===== src/design/mcs_pkg.sv =====
// ----------------------------------------------------------------------------
// mcs_pkg
// Shared widths, types and helpers for the monotone cubic segment builder.
// ----------------------------------------------------------------------------
package mcs_pkg;

  localparam int POINT_BITS = 16;
  localparam int COEF_BITS  = 32;
  // Quotient bits the divider develops; anything wider saturates anyway.
  localparam int QUO_BITS   = COEF_BITS + 1;
  localparam int MUL_BITS   = (COEF_BITS > POINT_BITS + 3) ? COEF_BITS : POINT_BITS + 3;
  localparam int PROD_BITS  = 2 * MUL_BITS;
  localparam int DEN_BITS   = COEF_BITS + POINT_BITS + 3;
  localparam int NUM_BITS   = DEN_BITS + QUO_BITS;
  localparam int EXT_BITS   = COEF_BITS + 3;
  localparam int CNT_BITS   = $clog2(QUO_BITS + 1);

  typedef struct packed {
    logic                  start;
    logic                  neg;
    logic [NUM_BITS-1:0]   num;
    logic [DEN_BITS-1:0]   den;
  } div_req_t;

  typedef struct packed {
    logic                        done;
    logic signed [COEF_BITS-1:0] quo;
  } div_rsp_t;

  typedef struct packed {
    logic [POINT_BITS-1:0]       seg_x;
    logic [POINT_BITS-1:0]       seg_y;
    logic signed [COEF_BITS-1:0] tangent;
    logic signed [COEF_BITS-1:0] quad_coef;
    logic signed [COEF_BITS-1:0] cubic_coef;
    logic                        last_segment;
  } seg_t;

  typedef enum logic [1:0] {
    DV_IDLE,
    DV_CHK,
    DV_RUN,
    DV_FIN
  } div_state_t;

  typedef enum logic [4:0] {
    S_IDLE,
    S_SLOPE,
    S_SLOPE_W,
    S_M0,
    S_M1,
    S_M2,
    S_M3,
    S_M4,
    S_M5,
    S_TDIV,
    S_TDIV_W,
    S_SETUP_A,
    S_UPDATE,
    S_QDIV,
    S_QDIV_W,
    S_SQ0,
    S_SQ1,
    S_CDIV,
    S_CDIV_W,
    S_WRITE
  } seq_state_t;

  // Magnitude of a coefficient; the most negative value maps to 2^(COEF_BITS-1).
  function automatic logic [COEF_BITS-1:0] coef_mag(input logic [COEF_BITS-1:0] v);
    logic [COEF_BITS-1:0] r;
    r = v[COEF_BITS-1] ? (~v + COEF_BITS'(1)) : v;
    return r;
  endfunction

  function automatic logic [EXT_BITS-1:0] ext_mag(input logic [EXT_BITS-1:0] v);
    logic [EXT_BITS-1:0] r;
    r = v[EXT_BITS-1] ? (~v + EXT_BITS'(1)) : v;
    return r;
  endfunction

endpackage


===== src/design/mcs_div.sv =====
// ----------------------------------------------------------------------------
// mcs_div
// Iterative restoring divider: signed, truncating, saturating quotient of
// two magnitudes, one quotient bit per cycle.
// ----------------------------------------------------------------------------
module mcs_div (
  input  logic              clk,
  input  logic              rst,
  input  mcs_pkg::div_req_t req,
  output mcs_pkg::div_rsp_t rsp
);
  import mcs_pkg::*;

  div_state_t            state;
  div_state_t            state_next;
  logic                  neg_r;
  logic                  sat;
  logic [NUM_BITS-1:0]   num_r;
  logic [DEN_BITS-1:0]   den_r;
  logic [DEN_BITS-1:0]   rem;
  logic [QUO_BITS-1:0]   sh;
  logic [CNT_BITS-1:0]   cnt;
  logic [DEN_BITS:0]     trial_in;
  logic [DEN_BITS:0]     trial;
  logic                  ge;
  logic [QUO_BITS-1:0]   lim;
  logic [QUO_BITS-1:0]   mag;
  logic                  done;
  logic [COEF_BITS-1:0]  quo;

  assign trial_in = {rem, sh[QUO_BITS-1]};
  assign ge       = trial_in >= {1'b0, den_r};
  assign trial    = trial_in - {1'b0, den_r};
  assign lim      = neg_r ? (QUO_BITS'(1) << (COEF_BITS - 1))
                          : ((QUO_BITS'(1) << (COEF_BITS - 1)) - QUO_BITS'(1));
  assign mag      = (sat || (sh > lim)) ? lim : sh;

  always_ff @(posedge clk) begin
    if (rst) begin
      state <= DV_IDLE;
    end else begin
      state <= state_next;
    end
  end

  always_comb begin
    state_next = state;
    unique case (state)
      DV_IDLE: if (req.start) state_next = DV_CHK;
      DV_CHK: begin
        if (num_r == '0 || den_r == '0 || num_r >= {den_r, {QUO_BITS{1'b0}}}) begin
          state_next = DV_FIN;
        end else begin
          state_next = DV_RUN;
        end
      end
      DV_RUN: if (cnt == CNT_BITS'(1)) state_next = DV_FIN;
      DV_FIN: state_next = DV_IDLE;
      default: state_next = DV_IDLE;
    endcase
  end

  always_ff @(posedge clk) begin
    if (rst) begin
      done <= 1'b0;
    end else begin
      done <= (state == DV_FIN);
    end
  end

  always_ff @(posedge clk) begin
    unique case (state)
      DV_IDLE: begin
        if (req.start) begin
          neg_r <= req.neg;
          num_r <= req.num;
          den_r <= req.den;
        end
      end
      DV_CHK: begin
        // A zero numerator gives zero; a zero or too small divisor saturates.
        sat <= (num_r != '0) && ((den_r == '0) || (num_r >= {den_r, {QUO_BITS{1'b0}}}));
        sh  <= (num_r == '0) ? '0 : num_r[QUO_BITS-1:0];
        rem <= num_r[NUM_BITS-1:QUO_BITS];
        cnt <= CNT_BITS'(QUO_BITS);
      end
      DV_RUN: begin
        rem <= ge ? trial[DEN_BITS-1:0] : trial_in[DEN_BITS-1:0];
        sh  <= {sh[QUO_BITS-2:0], ge};
        cnt <= cnt - CNT_BITS'(1);
      end
      DV_FIN: begin
        quo <= neg_r ? (~mag[COEF_BITS-1:0] + COEF_BITS'(1)) : mag[COEF_BITS-1:0];
      end
      default: ;
    endcase
  end

  assign rsp.done = done;
  assign rsp.quo  = quo;

endmodule


===== config.mk =====
export PLATFORM = sky130hd
export DESIGN_NAME = mcs_div
export DESIGN_NICKNAME = d
export VERILOG_FILES = /design/src/design/mcs_pkg.sv /design/src/design/mcs_div.sv
export SDC_FILE = /design/constraint.sdc
export NUM_CORES = 1
export LEC_CHECK = 0
export ABC_AREA = 1
export BUFFER_PORTS_ARGS = -buffer_cell sky130_fd_sc_hd__buf_4
export CORE_MARGIN = 4
export CORE_UTILIZATION = 30
export CTS_CLUSTER_DIAMETER = 30
export DETAILED_ROUTE_END_ITERATION = 12
export MAX_ROUTING_LAYER = met4
export PLACE_DENSITY = 0.51
export SYNTH_ARGS = -nofsm -noshare
export SYNTH_HDL_FRONTEND = slang
export SYNTH_SLANG_ARGS = --single-unit

===== constraint.sdc =====
create_clock -name clk -period 4.8 [get_ports clk]
set_input_delay 0.48 -clock clk [delete_from_list [all_inputs] [get_ports clk]]
set_output_delay 0.48 -clock clk [all_outputs]
set_load 0.1 [all_outputs]

==> metrics.md, run 1 <==
| Metric | Value |
|---|---|
| Die area | 59,900 sq um |
| Remaining Overflow, GRT | 0 |
| PortBufs | 171 |
| Die Span X | 245 microns |
| Core area | 55,300 sq um |
| WHS | 0.0595 ns |
| Setup crit end kind | flip-flop |
| Share of cells above drive strength 1 | 17.1% |
| Slew Limit Headroom | 38.3% |
| Total track usage | 17.2% |
| # hold bufs at CTS | 0 |
| Power Dens Cells | 758 nW/um^2 |
| Vias | 14,100 |
| CTS tree | built |
| Final min period | 3.97 ns |
| Hold Startpoint | req[86] |
| Slew @ Worst Pin | 0.918 ns |
| Combinational Power Share | 43.4% |
| Post-route DRC | 0 |
| HP Class | input pin to flip-flop |
| CTS buffer count | 74 |
| Reg-to-Reg Start | neg_r |
| Fin crit share | 82.8% |
| Row count | 86 |
| Register bit total from synthesis | 262 |
| Area share of the largest cell type after synthesis | 46.3% |
| Vias in the first global route | 14,200 |
| Count of cell types in the netlist | 48 |
| Ys Warns | 0 |
| Slew Limit Fails | 0 |
| Crit Path Max Fanout | 39 |
| Synth-to-Final Area Change | 27.8% |
| Sw power | 6850 uW |
| Die H | 245 microns |
| Top Ports | 172 |
| Crit Path Category | flip-flop to flip-flop |
| Sequential cell area fraction in the yosys report | 46.6% |
| CTS resizes | 0 |
| P_leak | 0.00914 uW |
| Hold Path Cell Cnt | 1 |
| RSZ-0062 raised after global routing | no |
| GPL Wtd Cong | 0.941 |
| WP data arrival | 4.30 ns |
| Worst setup margin | 0.826 ns |
| Nets | 2,395 |
| Design Area, Final | 21,500 sq um |
| P_int | 9430 uW |
| H-tree lvl count | 3 |
| Synth Instances | 1,897 |
| Post-Route Setup TNS | 0 ns |
| Seq pwr share | 26.0% |
| Post-Place Worst Slack | 0.825 ns |
| Drt pass-1 iters | 5 |
| Global-route wire length before repair | 78,600 microns |
| Final HPWL from detailed placement | 39,100 microns |
| Clock Power Share | 30.6% |
| Postcts setup bufs | 0 |
| Switching Fraction | 42.1% |
| Vias/cell | 4.83 |
| Status | completed |
| Most common cell in the netlist | nand2_1 |
| Final setup viols | 0 |
| Initial antenna violation count | 0 |
| Ant. Diodes | 0 |
| Finished Core Util | 38.8% |
| Clock latency at the later pin of the worst-skew pair | 0.59 ns |
| Top cells by count, synth | 429 x nand2_1, 259 x edfxtp_1, 224 x inv_1, 175 x nor2_1, 142 x ha_1 |
| # fillers | 5,659 |
| Worst-case clock skew | 0.0188 ns |
| CTS Sinks | 262 |
| Startpoint types | flip-flop |
| Worst EP required | 5.13 ns |
| Largest net degree at the start of global routing | 69 |
| Iteration-0 DRC Markers | 720 |
| Post-synth top flop | edfxtp_1 |
| Number of synthesized flops with an enable pin | 259 |
| Highest Clock Rate | 0.252 GHz |
| Top cells by area, synth | edfxtp_1 46%, ha_1 11%, nand2_1 9.6% |
| CP Launch Point | neg_r |
| Initial Utilization | 30.4% |
| Hold Fails Final Rpt | 0 |
| Routed len/inst | 17.4 microns |
| Synth area leader | edfxtp_1 |
| Post-Route WL | 50,700 microns |
| Syn_nets | 2,179 |
| Clock root buffer | clkbuf_16 |
| Avg Cell Area, Syn | 8.86 sq um |
| CTS clock-pin slew for the worst setup and hold paths | 0.05 ns |
| MaxCap Viol Count | 0 |
| Max IR drop VDD | 413 uV |
| Final ANT Viol Nets | 0 |
| Reg2Reg Depth | 21 |
| Cell Area, Placed | 18,900 sq um |
| Clk buf depth | 3 |
| Post-synth ARST share | 0% |
| Mapped Area | 16,800 sq um |
## state kept, by name, summed over array words and instances, names as in the netlist
register  cells
cnt           6
den_r        51
done          1
neg_r         1
num_r        84
quo          32
rem          51
sat           1
sh           33
state         2
## worst max-delay path, stage by stage (launching register included)
cell      delay, ns
edfxtp_1       0.34
buf_4          0.39
inv_1          0.12
ha_1           0.36
nand4_2        0.13
nor2_2         0.17
inv_2          0.06
nor2_4         0.09
nand4_1        0.11
nand2_2        0.12
nand2_4        0.09
nand2_4        0.33
o21ai_1        0.24
inv_1          0.10
ha_1           0.16
nand2_1        0.06
nor2_2         0.18
nand2_1        0.13
nor2_2         0.21
nor2_1         0.11
o21ai_0        0.15
inv_1          0.05
## power by group through the flow
stage	Sequential (uW)	Clock, uW	Combinational (uW)
global route	4310	5220	8000
CTS	4230	5090	7130
global placement	4250	0	7060
finish	4230	4980	7070
detailed placement	4260	0	7080
floorplan	4360	0	4990
## cell families after synthesis
family | Yosys count | synth area share, %
flops | 262 | 46.6
buf+inv | 272 | 6.46
simple gates | 819 | 21.9
xor+xnor | 43 | 2.24
fa+ha+maj | 143 | 10.7
mux | 1 | 0.0670
compound gates | 357 | 12.0
## worst paths after layout
check              end  slack, ns
max            quo[14]       0.83
min reg2reg     sh[17]       0.56
max reg2reg    quo[14]       0.83
min          num_r[35]       0.06
## per-layer routing
| metal | part of all wire, % | wire length (microns) | track usage, % | vias up |
|---|---|---|---|---|
| met4 | 2.6 | 1340 | 5.67 | 0 |
| li1 | - | - | - | 7053 |
| met1 | 44 | 22500 | 21.3 | 6634 |
| met3 | 5.0 | 2520 | 3.63 | 85 |
| met5 | 0 | 0 | - | - |
| met2 | 48 | 24300 | 28.1 | 328 |
## metrics by stage
stage,total power (uW),instances
finish,16300,2917
global route,17500,2917
CTS,16400,2917
detailed placement,11300,2785
global placement,11300,2785
floorplan,9350,1897
## area by class of cell
type	count	area [sq um]	share of cell area [%]
inverter	228	861	4.01
timing repair buffer	184	1390	6.49
clock inverter	54	634	2.95
clock buffer	78	1910	8.89
sequential	262	7840	36.5
tap	748	936	4.36
multi-input combinational	1363	7900	36.8
## placed cells by master (no fill, tap or decap), drive strengths merged, types with 78 or more instances in the layout
cell type and count:
a21oi 118, nand2 434, edfxtp 259, inv 233, o21ai 140, nor2 188
buf 184, ha 142, clkbuf 78, nand3 100
Power figures use the tool's default switching activity.
==> run 2: changes to the inputs <==
==> constraint.sdc (replaced) <==
create_clock -name clk -period 4.1 [get_ports clk]
set_input_delay 0.41 -clock clk [delete_from_list [all_inputs] [get_ports clk]]
set_output_delay 0.41 -clock clk [all_outputs]
set_load 0.1 [all_outputs]
==> run 2 against run 1 <==
Net effect: maximum frequency rose by 6.9%; flip-flop and latch count did not move; routed wire length rose by 3.6%; die area did not move; sequential power rose by 17%; utilization rose by 3.1 points; clock power rose by 30%; register-to-register slack got worse by 0.44 ns; sequential share of layout area fell by 2.7 points; cell area rose by 7.9%; global-route usage rose by 0.88 points; critical path type unchanged.
==> metrics.md, run 2 (same netlist as run 1, synthesis figures left out) <==
| Metric | Value |
|---|---|
| Fin crit share | 90.6% (+7.8 points) |
| Max IR drop VDD | 416 uV (+0.66%) |
| Post-route DRC | 0 (unchanged) |
| Slew @ Worst Pin | 1.00 ns (+0.0831 ns) |
| Finished Core Util | 41.9% (+3.1 points) |
| Most flops, register | num_r |
| CTS buffer count | 75 (+1.4%) |
| Status | completed |
| Global-route wire length before repair | 82,800 microns (+5.3%) |
| R2R setup slack | 0.38 ns (-0.44 ns) |
| Crit Path Category | flip-flop to flip-flop |
| Initial antenna violation count | 0 (unchanged) |
| Final min period | 3.72 ns (-0.258 ns) |
| Clock latency at the later pin of the worst-skew pair | 0.59 ns (about the same) |
| Iteration-0 DRC Markers | 870 (+21%) |
| Postcts setup bufs | 0 (unchanged) |
| WHS | 0.262 ns (+0.202 ns) |
| Largest net degree at the start of global routing | 106 (+54%) |
| Slew Limit Fails | 0 (unchanged) |
| DRT met1 WL | 22,900 microns (+1.5%) |
| CTS tree | built |
| Die Span X | 245 microns (unchanged) |
| Final HPWL from detailed placement | 39,500 microns (+1.0%) |
| Post-Route Setup TNS | 0 ns (unchanged) |
| GPL Wtd Cong | 0.889 (-5.5%) |
| Crit Path Max Fanout | 62 (+59%) |
| Remaining Overflow, GRT | 0 (unchanged) |
| MaxCap Viol Count | 0 (unchanged) |
| Power Dens Cells | 860 nW/um^2 (+13%) |
| RSZ-0062 raised after global routing | no |
| PortBufs | 171 (unchanged) |
| Vias | 14,800 (+5.0%) |
| CTS Sinks | 262 (unchanged) |
| P_leak | 0.00988 uW (+8.1%) |
| Row count | 86 (unchanged) |
| Core area | 55,300 sq um (unchanged) |
| Setup crit end kind | flip-flop |
| DR top layer | met4 |
| Routed len/inst | 17.1 microns (-1.4%) |
| Largest regs | num_r (84), den_r (51), rem (51) |
| Vias/cell | 4.83 (about the same) |
| Post-Route WL | 52,600 microns (+3.6%) |
| Synth-to-Final Area Change | 37.9% |
| H-tree lvl count | 3 (unchanged) |
| Vias in the first global route | 15,200 (+7.0%) |
| Post-Place Worst Slack | 0.396 ns (-0.428 ns) |
| Initial Utilization | 30.4% (unchanged) |
| Final ANT Viol Nets | 0 (unchanged) |
| Worst-case clock skew | 0.0206 ns (+0.00183 ns) |
| Die area | 59,900 sq um (unchanged) |
| CTS clock-pin slew for the worst setup and hold paths | 0.04 ns (about the same) |
| HP Class | input pin to flip-flop |
| Final setup viols | 0 (unchanged) |
| Commonest cells after routing, fill and taps aside | 429 x nand2_1, 259 x edfxtp_1, 222 x inv_1 |
| Total track usage | 18.0% (+0.88 points) |
| Worst setup margin | 0.384 ns (-0.442 ns) |
| Clk buf depth | 3 (unchanged) |
| Ant. Diodes | 0 (unchanged) |
| Highest Clock Rate | 0.269 GHz (+6.9%) |
| WP data arrival | 4.05 ns (-0.25 ns) |
| Slew Limit Headroom | 33.3% (-5.0 points) |
| Die H | 245 microns (unchanged) |
| Drt pass-1 iters | 5 (unchanged) |
| Startpoint types | flip-flop |
| Met2 WL post-DR | 25,700 microns (+5.6%) |
| Worst EP required | 4.43 ns (-0.70 ns) |
| Routed length on met3 | 2360 microns (-6.0%) |
| Max FFs per register | 84 (unchanged) |
| Share of cells above drive strength 1 | 16.6% (-0.50 points) |
| Nets | 2,541 (+6.1%) |
| Clock root buffer | clkbuf_16 |
| Hold Fails Final Rpt | 0 (unchanged) |
| Top Ports | 172 (unchanged) |
| Most common cell after layout, fill and taps aside | nand2_1 |
-- run 2: changes by cell type in the layout (fill, tap and decap cells not counted), moves of 2 or more --
cell,before,now
bufinv_16,12,20
buf_4,183,190
dlygate4sd3_1,0,137
clkbuf_1,2,4
inv_6,5,10
clkinv_1,9,6
clkinvlp_4,9,5
clkinv_2,15,9
-- run 2: repair_timing --
action / in CTS / in global routing
hold buffers: 137 / 0
resized for setup: 0 / 1
endpoints found under the hold margin: 137 / 0
endpoints found under the setup margin: 0 / 1
-- run 2: layout make-up --
class                      count  area [sq um]
clock buffer                  81          1940
clock inverter                55           866
inverter                     228           861
sequential                   262          7840
fill                        5489         32100
multi-input combinational   1363          7900
timing repair buffer         329          2830
tap                          748           936
-- run 2: routing by layer --
layer  track usage (%)  vias to the layer above
met5                 -                        -
met4              6.56                        0
met3              3.47                      110
met2              30.4                      409
met1              21.6                     6957
li1                  -                     7334
-- run 2: power by group --
| group | internal (uW) | switching (uW) |
|---|---|---|
| clock | 4680 | 1800 |
| combinational | 2770 | 5700 |
| sequential | 4310 | 663 |
-- run 2: critical path, stage by stage, from the launching register on --
cell,delay [ns]
edfxtp_1,0.37
buf_12,0.29
inv_2,0.07
ha_1,0.35
nand4_2,0.13
nor2_2,0.18
inv_2,0.06
nor2_4,0.10
nand4_1,0.11
nand2_2,0.13
nand2_4,0.09
nand2_4,0.18
o21ai_1,0.17
inv_1,0.10
ha_1,0.16
nand2_1,0.07
nor2_2,0.19
nand2_1,0.13
nor2_2,0.20
nor2_1,0.11
o21ai_0,0.20
inv_1,0.05
-- run 2: through the flow --
step	area [sq um]	total power, uW	instances
2_1_floorplan	16800	10900	1897
3_3_place_gp	19000	13300	2793
3_5_place_dp	19000	13400	2793
4_1_cts	23200	20100	3066
5_1_grt	23200	21400	3066
6_report	23200	19900	3066
-- run 2: worst paths after layout --
| kind | startpoint | to | cells after the start |
|---|---|---|---|
| hold / removal | req[136] | state[1] | 5 |
| setup reg to reg | neg_r | quo[14] | 21 |
| setup / recovery | neg_r | quo[14] | 21 |
| hold reg to reg | num_r[19] | sh[19] | 2 |
