## src/design/mcs_pkg.sv

```systemverilog
// ----------------------------------------------------------------------------
// mcs_pkg
// Shared widths, types and helpers for the monotone cubic segment builder.
// ----------------------------------------------------------------------------
package mcs_pkg;

  localparam int POINT_BITS = 16;
  localparam int COEF_BITS  = 32;
  // Quotient bits the divider develops; anything wider saturates anyway.
  localparam int QUO_BITS   = COEF_BITS + 1;
  localparam int MUL_BITS   = (COEF_BITS > POINT_BITS + 3) ? COEF_BITS : POINT_BITS + 3;
  localparam int PROD_BITS  = 2 * MUL_BITS;
  localparam int DEN_BITS   = COEF_BITS + POINT_BITS + 3;
  localparam int NUM_BITS   = DEN_BITS + QUO_BITS;
  localparam int EXT_BITS   = COEF_BITS + 3;
  localparam int CNT_BITS   = $clog2(QUO_BITS + 1);

  typedef struct packed {
    logic                  start;
    logic                  neg;
    logic [NUM_BITS-1:0]   num;
    logic [DEN_BITS-1:0]   den;
  } div_req_t;

  typedef struct packed {
    logic                        done;
    logic signed [COEF_BITS-1:0] quo;
  } div_rsp_t;

  typedef struct packed {
    logic [POINT_BITS-1:0]       seg_x;
    logic [POINT_BITS-1:0]       seg_y;
    logic signed [COEF_BITS-1:0] tangent;
    logic signed [COEF_BITS-1:0] quad_coef;
    logic signed [COEF_BITS-1:0] cubic_coef;
    logic                        last_segment;
  } seg_t;

  typedef enum logic [1:0] {
    DV_IDLE,
    DV_CHK,
    DV_RUN,
    DV_FIN
  } div_state_t;

  typedef enum logic [4:0] {
    S_IDLE,
    S_SLOPE,
    S_SLOPE_W,
    S_M0,
    S_M1,
    S_M2,
    S_M3,
    S_M4,
    S_M5,
    S_TDIV,
    S_TDIV_W,
    S_SETUP_A,
    S_UPDATE,
    S_QDIV,
    S_QDIV_W,
    S_SQ0,
    S_SQ1,
    S_CDIV,
    S_CDIV_W,
    S_WRITE
  } seq_state_t;

  // Magnitude of a coefficient; the most negative value maps to 2^(COEF_BITS-1).
  function automatic logic [COEF_BITS-1:0] coef_mag(input logic [COEF_BITS-1:0] v);
    logic [COEF_BITS-1:0] r;
    r = v[COEF_BITS-1] ? (~v + COEF_BITS'(1)) : v;
    return r;
  endfunction

  function automatic logic [EXT_BITS-1:0] ext_mag(input logic [EXT_BITS-1:0] v);
    logic [EXT_BITS-1:0] r;
    r = v[EXT_BITS-1] ? (~v + EXT_BITS'(1)) : v;
    return r;
  endfunction

endpackage

```

## src/design/mcs_seq.sv

```systemverilog
// ----------------------------------------------------------------------------
// mcs_seq
// Sequencer and datapath: slopes, tangents and segment coefficients on one
// shared multiplier and the shared divider.
// ----------------------------------------------------------------------------
module mcs_seq (
  input  logic                                clk,
  input  logic                                rst,
  input  logic                                in_valid,
  input  logic [mcs_pkg::POINT_BITS-1:0]      x,
  input  logic [mcs_pkg::POINT_BITS-1:0]      y,
  input  logic                                last_point,
  output logic                                idle,
  output mcs_pkg::div_req_t                   div_req,
  input  mcs_pkg::div_rsp_t                   div_rsp,
  input  logic                                out_free,
  output logic                                wr,
  output mcs_pkg::seg_t                       word
);
  import mcs_pkg::*;

  seq_state_t state;
  seq_state_t state_next;

  logic [1:0]                  points_seen;
  logic [POINT_BITS-1:0]       prev_x, prev_y, start_x, start_y, prev_dx;
  logic signed [COEF_BITS-1:0] prev_slope, start_tangent;
  logic [POINT_BITS-1:0]       in_x, in_y, dx_r, dy_mag;
  logic                        in_last, dy_neg;
  logic signed [COEF_BITS-1:0] m_new, c1, quad_r, cub_r;
  logic [COEF_BITS-1:0]        prod_hi;
  logic [NUM_BITS-1:0]         acc;
  logic [DEN_BITS-1:0]         den_r;
  logic [2*POINT_BITS-1:0]     dxsq;
  logic [POINT_BITS-1:0]       e_sx, e_sy, e_dx;
  logic signed [COEF_BITS-1:0] e_c1a, e_c1b, e_m;
  logic                        e_last, phase_b;
  logic [MUL_BITS-1:0]         mul_a, mul_b;
  logic [PROD_BITS-1:0]        mul_q;
  logic [POINT_BITS+2:0]       fac;
  logic [EXT_BITS-1:0]         common, qn;
  logic                        flat;

  assign fac    = (POINT_BITS+3)'(3) *
                  ((POINT_BITS+3)'(prev_dx) + (POINT_BITS+3)'(dx_r));
  assign common = EXT_BITS'(e_c1a) + EXT_BITS'(e_c1b) - (EXT_BITS'(e_m) <<< 1);
  assign qn     = EXT_BITS'(e_m) - EXT_BITS'(e_c1a) - common;
  // Neighboring slopes that touch zero or change sign force a flat tangent.
  assign flat   = (prev_slope == '0) || (div_rsp.quo == '0) ||
                  (prev_slope[COEF_BITS-1] != div_rsp.quo[COEF_BITS-1]);
  assign idle   = (state == S_IDLE);

  always_ff @(posedge clk) begin
    if (rst) begin
      state <= S_IDLE;
    end else begin
      state <= state_next;
    end
  end

  always_comb begin
    state_next    = state;
    div_req.start = 1'b0;
    div_req.neg   = 1'b0;
    div_req.num   = '0;
    div_req.den   = '0;
    mul_a         = '0;
    mul_b         = '0;
    wr            = 1'b0;
    unique case (state)
      S_IDLE: if (in_valid && points_seen != 2'd0) state_next = S_SLOPE;
      S_SLOPE: begin
        div_req.start = 1'b1;
        div_req.neg   = dy_neg;
        div_req.num   = NUM_BITS'({dy_mag, {POINT_BITS{1'b0}}});
        div_req.den   = DEN_BITS'(dx_r);
        state_next    = S_SLOPE_W;
      end
      S_SLOPE_W: begin
        if (div_rsp.done) begin
          if (points_seen == 2'd1) state_next = S_UPDATE;
          else if (flat) state_next = S_SETUP_A;
          else state_next = S_M0;
        end
      end
      S_M0: begin
        mul_a = MUL_BITS'(coef_mag(prev_slope));
        mul_b = MUL_BITS'(coef_mag(m_new));
        state_next = S_M1;
      end
      S_M1: begin
        mul_a = MUL_BITS'(mul_q[COEF_BITS-1:0]);
        mul_b = MUL_BITS'(fac);
        state_next = S_M2;
      end
      S_M2: begin
        mul_a = MUL_BITS'(prod_hi);
        mul_b = MUL_BITS'(fac);
        state_next = S_M3;
      end
      S_M3: begin
        mul_a = MUL_BITS'((POINT_BITS+2)'(prev_dx) + ((POINT_BITS+2)'(dx_r) << 1));
        mul_b = MUL_BITS'(coef_mag(m_new));
        state_next = S_M4;
      end
      S_M4: begin
        mul_a = MUL_BITS'(((POINT_BITS+2)'(prev_dx) << 1) + (POINT_BITS+2)'(dx_r));
        mul_b = MUL_BITS'(coef_mag(prev_slope));
        state_next = S_M5;
      end
      S_M5: state_next = S_TDIV;
      S_TDIV: begin
        div_req.start = 1'b1;
        div_req.neg   = prev_slope[COEF_BITS-1];
        div_req.num   = acc;
        div_req.den   = den_r;
        state_next    = S_TDIV_W;
      end
      S_TDIV_W: if (div_rsp.done) state_next = S_SETUP_A;
      S_SETUP_A: state_next = S_QDIV;
      S_UPDATE: state_next = in_last ? S_QDIV : S_IDLE;
      S_QDIV: begin
        div_req.start = 1'b1;
        div_req.neg   = qn[EXT_BITS-1];
        div_req.num   = NUM_BITS'({ext_mag(qn), {POINT_BITS{1'b0}}});
        div_req.den   = DEN_BITS'(e_dx);
        state_next    = S_QDIV_W;
      end
      S_QDIV_W: if (div_rsp.done) state_next = S_SQ0;
      S_SQ0: begin
        mul_a = MUL_BITS'(e_dx);
        mul_b = MUL_BITS'(e_dx);
        state_next = S_SQ1;
      end
      S_SQ1: state_next = S_CDIV;
      S_CDIV: begin
        div_req.start = 1'b1;
        div_req.neg   = common[EXT_BITS-1];
        div_req.num   = NUM_BITS'({ext_mag(common), {(2*POINT_BITS){1'b0}}});
        div_req.den   = DEN_BITS'(dxsq);
        state_next    = S_CDIV_W;
      end
      S_CDIV_W: if (div_rsp.done) state_next = S_WRITE;
      S_WRITE: begin
        if (out_free) begin
          wr = 1'b1;
          state_next = phase_b ? S_IDLE : S_UPDATE;
        end
      end
      default: state_next = S_IDLE;
    endcase
  end

  always_ff @(posedge clk) begin
    if (rst) begin
      points_seen <= 2'd0;
      prev_x <= '0;
      prev_y <= '0;
      start_x <= '0;
      start_y <= '0;
      prev_dx <= '0;
      prev_slope <= '0;
      start_tangent <= '0;
    end else begin
      if (state == S_IDLE && in_valid) begin
        if (points_seen == 2'd0) begin
          prev_x <= x;
          prev_y <= y;
          points_seen <= last_point ? 2'd0 : 2'd1;
        end
      end else if (state == S_UPDATE) begin
        start_x <= prev_x;
        start_y <= prev_y;
        start_tangent <= c1;
        prev_slope <= m_new;
        prev_dx <= dx_r;
        prev_x <= in_x;
        prev_y <= in_y;
        points_seen <= in_last ? 2'd0 : 2'd2;
      end
    end
  end

  always_ff @(posedge clk) begin
    mul_q <= mul_a * mul_b;
    unique case (state)
      S_IDLE: begin
        in_x    <= x;
        in_y    <= y;
        in_last <= last_point;
        dx_r    <= (x >= prev_x) ? (x - prev_x) : '0;
        dy_neg  <= (y < prev_y);
        dy_mag  <= (y < prev_y) ? (prev_y - y) : (y - prev_y);
      end
      S_SLOPE_W: begin
        if (div_rsp.done) begin
          m_new <= div_rsp.quo;
          c1    <= (points_seen == 2'd1) ? div_rsp.quo : '0;
        end
      end
      S_M1: prod_hi <= mul_q[2*COEF_BITS-1:COEF_BITS];
      S_M2: acc <= NUM_BITS'(mul_q);
      S_M3: acc <= acc + (NUM_BITS'(mul_q) << COEF_BITS);
      S_M4: den_r <= DEN_BITS'(mul_q);
      S_M5: den_r <= den_r + DEN_BITS'(mul_q);
      S_TDIV_W: if (div_rsp.done) c1 <= div_rsp.quo;
      S_SETUP_A: begin
        e_sx    <= start_x;
        e_sy    <= start_y;
        e_c1a   <= start_tangent;
        e_c1b   <= c1;
        e_m     <= prev_slope;
        e_dx    <= prev_dx;
        e_last  <= 1'b0;
        phase_b <= 1'b0;
      end
      S_UPDATE: begin
        // The closing segment starts at the point held before this one.
        e_sx    <= prev_x;
        e_sy    <= prev_y;
        e_c1a   <= c1;
        e_c1b   <= m_new;
        e_m     <= m_new;
        e_dx    <= dx_r;
        e_last  <= 1'b1;
        phase_b <= 1'b1;
      end
      S_QDIV_W: if (div_rsp.done) quad_r <= div_rsp.quo;
      S_SQ1: dxsq <= mul_q[2*POINT_BITS-1:0];
      S_CDIV_W: if (div_rsp.done) cub_r <= div_rsp.quo;
      default: ;
    endcase
  end

  assign word.seg_x        = e_sx;
  assign word.seg_y        = e_sy;
  assign word.tangent      = e_c1a;
  assign word.quad_coef    = quad_r;
  assign word.cubic_coef   = cub_r;
  assign word.last_segment = e_last;

endmodule

```

## config.mk

```make
export PLATFORM = sky130hd
export DESIGN_NAME = mcs_seq
export DESIGN_NICKNAME = d
export VERILOG_FILES = /design/src/design/mcs_pkg.sv /design/src/design/mcs_seq.sv
export SDC_FILE = /design/constraint.sdc
export NUM_CORES = 2
export LEC_CHECK = 0
export BUFFER_PORTS_ARGS = -buffer_cell sky130_fd_sc_hd__buf_2
export CELL_PAD_IN_SITES_DETAIL_PLACEMENT = 1
export CELL_PAD_IN_SITES_GLOBAL_PLACEMENT = 1
export CORE_MARGIN = 4
export CORE_UTILIZATION = 50
export DETAILED_ROUTE_END_ITERATION = 8
export GPL_ROUTABILITY_DRIVEN = 0
export PLACE_DENSITY = 0.79
export SLEW_MARGIN = 20
export SYNTH_ARGS = -nofsm -noshare
export SYNTH_HDL_FRONTEND = slang
export SYNTH_SLANG_ARGS = --single-unit
```

## constraint.sdc

```tcl
create_clock -name clk -period 13.3 [get_ports clk]
set_clock_uncertainty 0.1 [all_clocks]
set_input_delay 0.665 -clock clk [delete_from_list [all_inputs] [get_ports clk]]
set_output_delay 0.665 -clock clk [all_outputs]
set_load 0.01 [all_outputs]
```

==> flow_summary.yaml <==
run_status:
  status: "finished clean"
floorplanning:
  rows: 147
  die_w_um: 409.4
  die_y_um: 409.4
  io_pins: 338
  dieArea_um2: 167600
  core-area_um2: 160400
  start_util: 0.5023
detailed_routing:
  viasPerCell: 6.206
  wl_per_cell_um: 28.90
  drt-total-wl_um: 327700
  drcViolationCount: 0
  vias: 70355
  drt_iter0_markers: 7721
  first_pass_iters: 6
  antenna_left: 0
global_routing:
  grt_pass1_wl_um: 483000
  grt_pass1_vias: 74557
  grt_max_degree: 134
  antenna_found_initial: 32
  grtUsageTotal: 0.3857
  grt.overflow.total: 0
yosys:
  synth.distinct_cells: 108
  syn_area_um2: 80570
  synth_edf_count: 538
  synthCells: 8920
  synth.ff_latch_count: 753
  avgSynthCellArea_um2: 9.032
  synth_area_leaders: "fa_1 (24%), edfxtp_1 (20%), ha_1 (8.5%), nand2_1 (6.5%), inv_1 (6.4%)"
  yosysWarnings: 0
  yosysTopAreaCellShare: 0.2410
  async_flop_share: 0
  yosysSeqAreaShare: 0.2539
  yosys.area.top_type: "fa_1"
  synth-main-ff-cell: "edfxtp_1"
  syn-num-nets: 10507
power:
  p_clk_frac: 0.412
  p_per_area_nw_per_um2: 66.86
  p_switching_mw: 1.694
  combPwrFrac: 0.121
  p_leak_nw: 39.63
  p_seq_frac: 0.467
  internal-power_mw: 4.183
  ir_drop_mv: 0.1000
  swShare: 0.2882
cts:
  worst_skew_pair.late_latency_ps: 720
  htree_levels: 3
  clock_sinks: 753
  clockBufferDepth: 3
  clkTransAtPathRegs_ps: 60
  root_buffer: "clkbuf_16"
  cts_inserted_buffers: 84
  ctsHoldBuffers: 0
  cts_tree: "built"
worst_setup_path:
  r2r_setup_slack_ps: 440
  r2r_cells: 42
  slowest_stage: "fa_1"
  critical_path_arrival_ps: 13340
  crit_path_end_kind: "flip-flop"
  required_ps: 13780
  cpMostUsedCell: "fa_1"
  start_kind: "flip-flop"
  path_class: "reg -> reg"
  crit_start: "dx_r[0]$_SDFFCE_PN0P_"
  reg2reg_from: "dx_r[0]$_SDFFCE_PN0P_"
  worstSetupEndpoint: "mul_q[59]$_DFF_P_"
  r2r-end: "mul_q[59]$_DFF_P_"
  critPathMaxFanout: 32
  critical_path.max_stage_delay_ps: 560
cells_and_area:
  reg_top3: "acc x84, mul_q x64, den_r x51"
  final_util: 0.5480
  fillers: 18572
  drive_above_1_share: 0.08532
  synthToLayoutAreaGrowth_pct: 9.091
  largest_register_ffs: 84
  top_register: "acc"
  finalNetCount: 10669
timing:
  hold_viol: 0
  clock.fmax_mhz: 77.79
  rsz0062_at_grt: "false"
  drv_slew: 0
  setup_viol: 0
  layout_setup_ws_ps: 444.3
  min_period_over_period: 0.9666
  slew_headroom: 0.1749
  tns_ps: 0
  finalCriticalPeriod_ps: 12860
  worst_pin_slew_ps: 1234
place:
  place_ws_ps: 578.4
  dpl.hpwl_um: 256900
  port_buffers: 337
job:
  maxCapViolations: 0
min_path:
  hp-class: "in -> reg"
-- repair_timing --
| item | in CTS | in global routing |
|---|---|---|
| buffers inserted | 0 | 0 |
| gates resized for setup | 0 | 6 |
| endpoints found under the setup margin | 0 | 5 |
-- synthesized netlist by cell type (42+ instances only) --
library cell / number
nand3_1: 121
a22o_1: 45
fa_1: 970
nor2b_1: 108
a21oi_1: 423
and2_1: 163
nand4_1: 43
nand2b_1: 63
a22oi_1: 46
nor3_1: 81
nand2_1: 1390
dfxtp_1: 215
o21a_1: 63
xor2_1: 161
o21bai_1: 53
nor2_1: 601
o21ai_0: 345
inv_1: 1381
edfxtp_1: 538
a21o_1: 154
xnor2_1: 197
a311oi_1: 42
clkbuf_1: 376
o31ai_1: 48
nor4_1: 43
and3_1: 45
ha_1: 547
-- worst min path at each step --
stage | startpoint | to | cells after the start
floorplan | mul_q[53]$_DFF_P_ | prod_hi[21]$_DFFE_PN_ | 0
global placement | start_tangent[5]$_SDFFE_PP0P_ | start_tangent[5]$_SDFFE_PP0P_ | 2
detailed placement | start_tangent[1]$_SDFFE_PP0P_ | start_tangent[1]$_SDFFE_PP0P_ | 2
CTS | x[0] | in_x[0]$_DFFE_PP_ | 1
global route | x[11] | in_x[11]$_DFFE_PP_ | 1
finish | x[0] | in_x[0]$_DFFE_PP_ | 1
-- worst max-delay path, delay by kind of cell (launching register included) --
kind                     cells  cell delay (ps)
AO/OA/AOI/OAI               18             4460
XOR/XNOR                     2              330
adder cells (fa/ha/maj)     12             5510
buffers and inverters        4              590
flip-flops                   1              460
multiplexers                 1              160
AND/OR/NAND/NOR              5             1070
-- final cells by class --
cell class	count	area (µm²)	share of cell area
Tap cell	2160	2703	0.03075
Antenna cell	23	57.56	0.0006549
Sequential cell	753	20460	0.2328
Clock buffer	119	2354	0.02678
Timing Repair Buffer	493	2873	0.03269
Multi-Input combinational cell	6368	53800	0.6121
Clock inverter	39	460.4	0.005239
Inverter	1382	5187	0.05902
-- logic make-up (layout without fill, tap and decap cells) --
kind of cell             count (synthesis)  in the layout  synth area share
AO/OA/AOI/OAI                         1645           1645            0.1356
XOR/XNOR                               359            359           0.03912
adder cells (fa/ha/maj)               1517           1517            0.3260
buffers and inverters                 1799           2033           0.08428
flip-flops                             753            753            0.2539
multiplexers                            42             42          0.005405
other                                    0             23                 0
AND/OR/NAND/NOR                       2805           2805            0.1556
-- layout by cell type (no fill, tap or decap), types with 39 or more instances in the layout --
master,synthesis,final
a211oi_1,41,39
a21o_1,154,153
a21oi_1,423,419
a22o_1,45,45
a22oi_1,46,46
a311oi_1,42,41
and2_1,163,163
and3_1,45,45
buf_2,21,336
buf_4,1,156
clkbuf_16,0,84
dfxtp_1,215,214
edfxtp_1,538,538
fa_1,970,970
ha_1,547,547
inv_1,1381,1380
nand2_1,1390,1386
nand2b_1,63,63
nand3_1,121,118
nand4_1,43,43
nor2_1,601,594
nor2b_1,108,108
nor3_1,81,78
nor4_1,43,40
o21a_1,63,63
o21ai_0,345,340
o21bai_1,53,53
o31ai_1,48,47
xnor2_1,197,197
xor2_1,161,161
-- power by group through the flow --
stage          Sequential [mW]  Clock [mW]  Combinational (mW)
6_report                  2.74        2.42               0.714
5_1_grt                   2.74        2.53               0.772
3_3_place_gp              2.76           0               0.651
2_1_floorplan             2.65           0               0.473
4_1_cts                   2.72        2.43               0.696
3_5_place_dp              2.77           0               0.687
-- routing by layer --
metal	track usage	vias to the layer above	routed length (µm)
met5	0	-	82
met1	0.4963	35672	123800
met2	0.5781	4017	140800
met3	0.1129	1007	39490
met4	0.2278	14	23490
li1	-	29645	-
-- per-stage QoR --
stage          instances  cell area [µm²]  power, mW  hold WS, ps
6_report           11337            87890      5.876        58.62
5_1_grt            11319            87850      6.038        50.49
4_1_cts            11314            87810      5.849        14.47
3_5_place_dp       11156            84990      3.456        360.5
3_3_place_gp       11156            84990      3.415        349.4
2_1_floorplan       8920            80570      3.128        308.1
No activity file was read; power rests on OpenSTA's default activity.
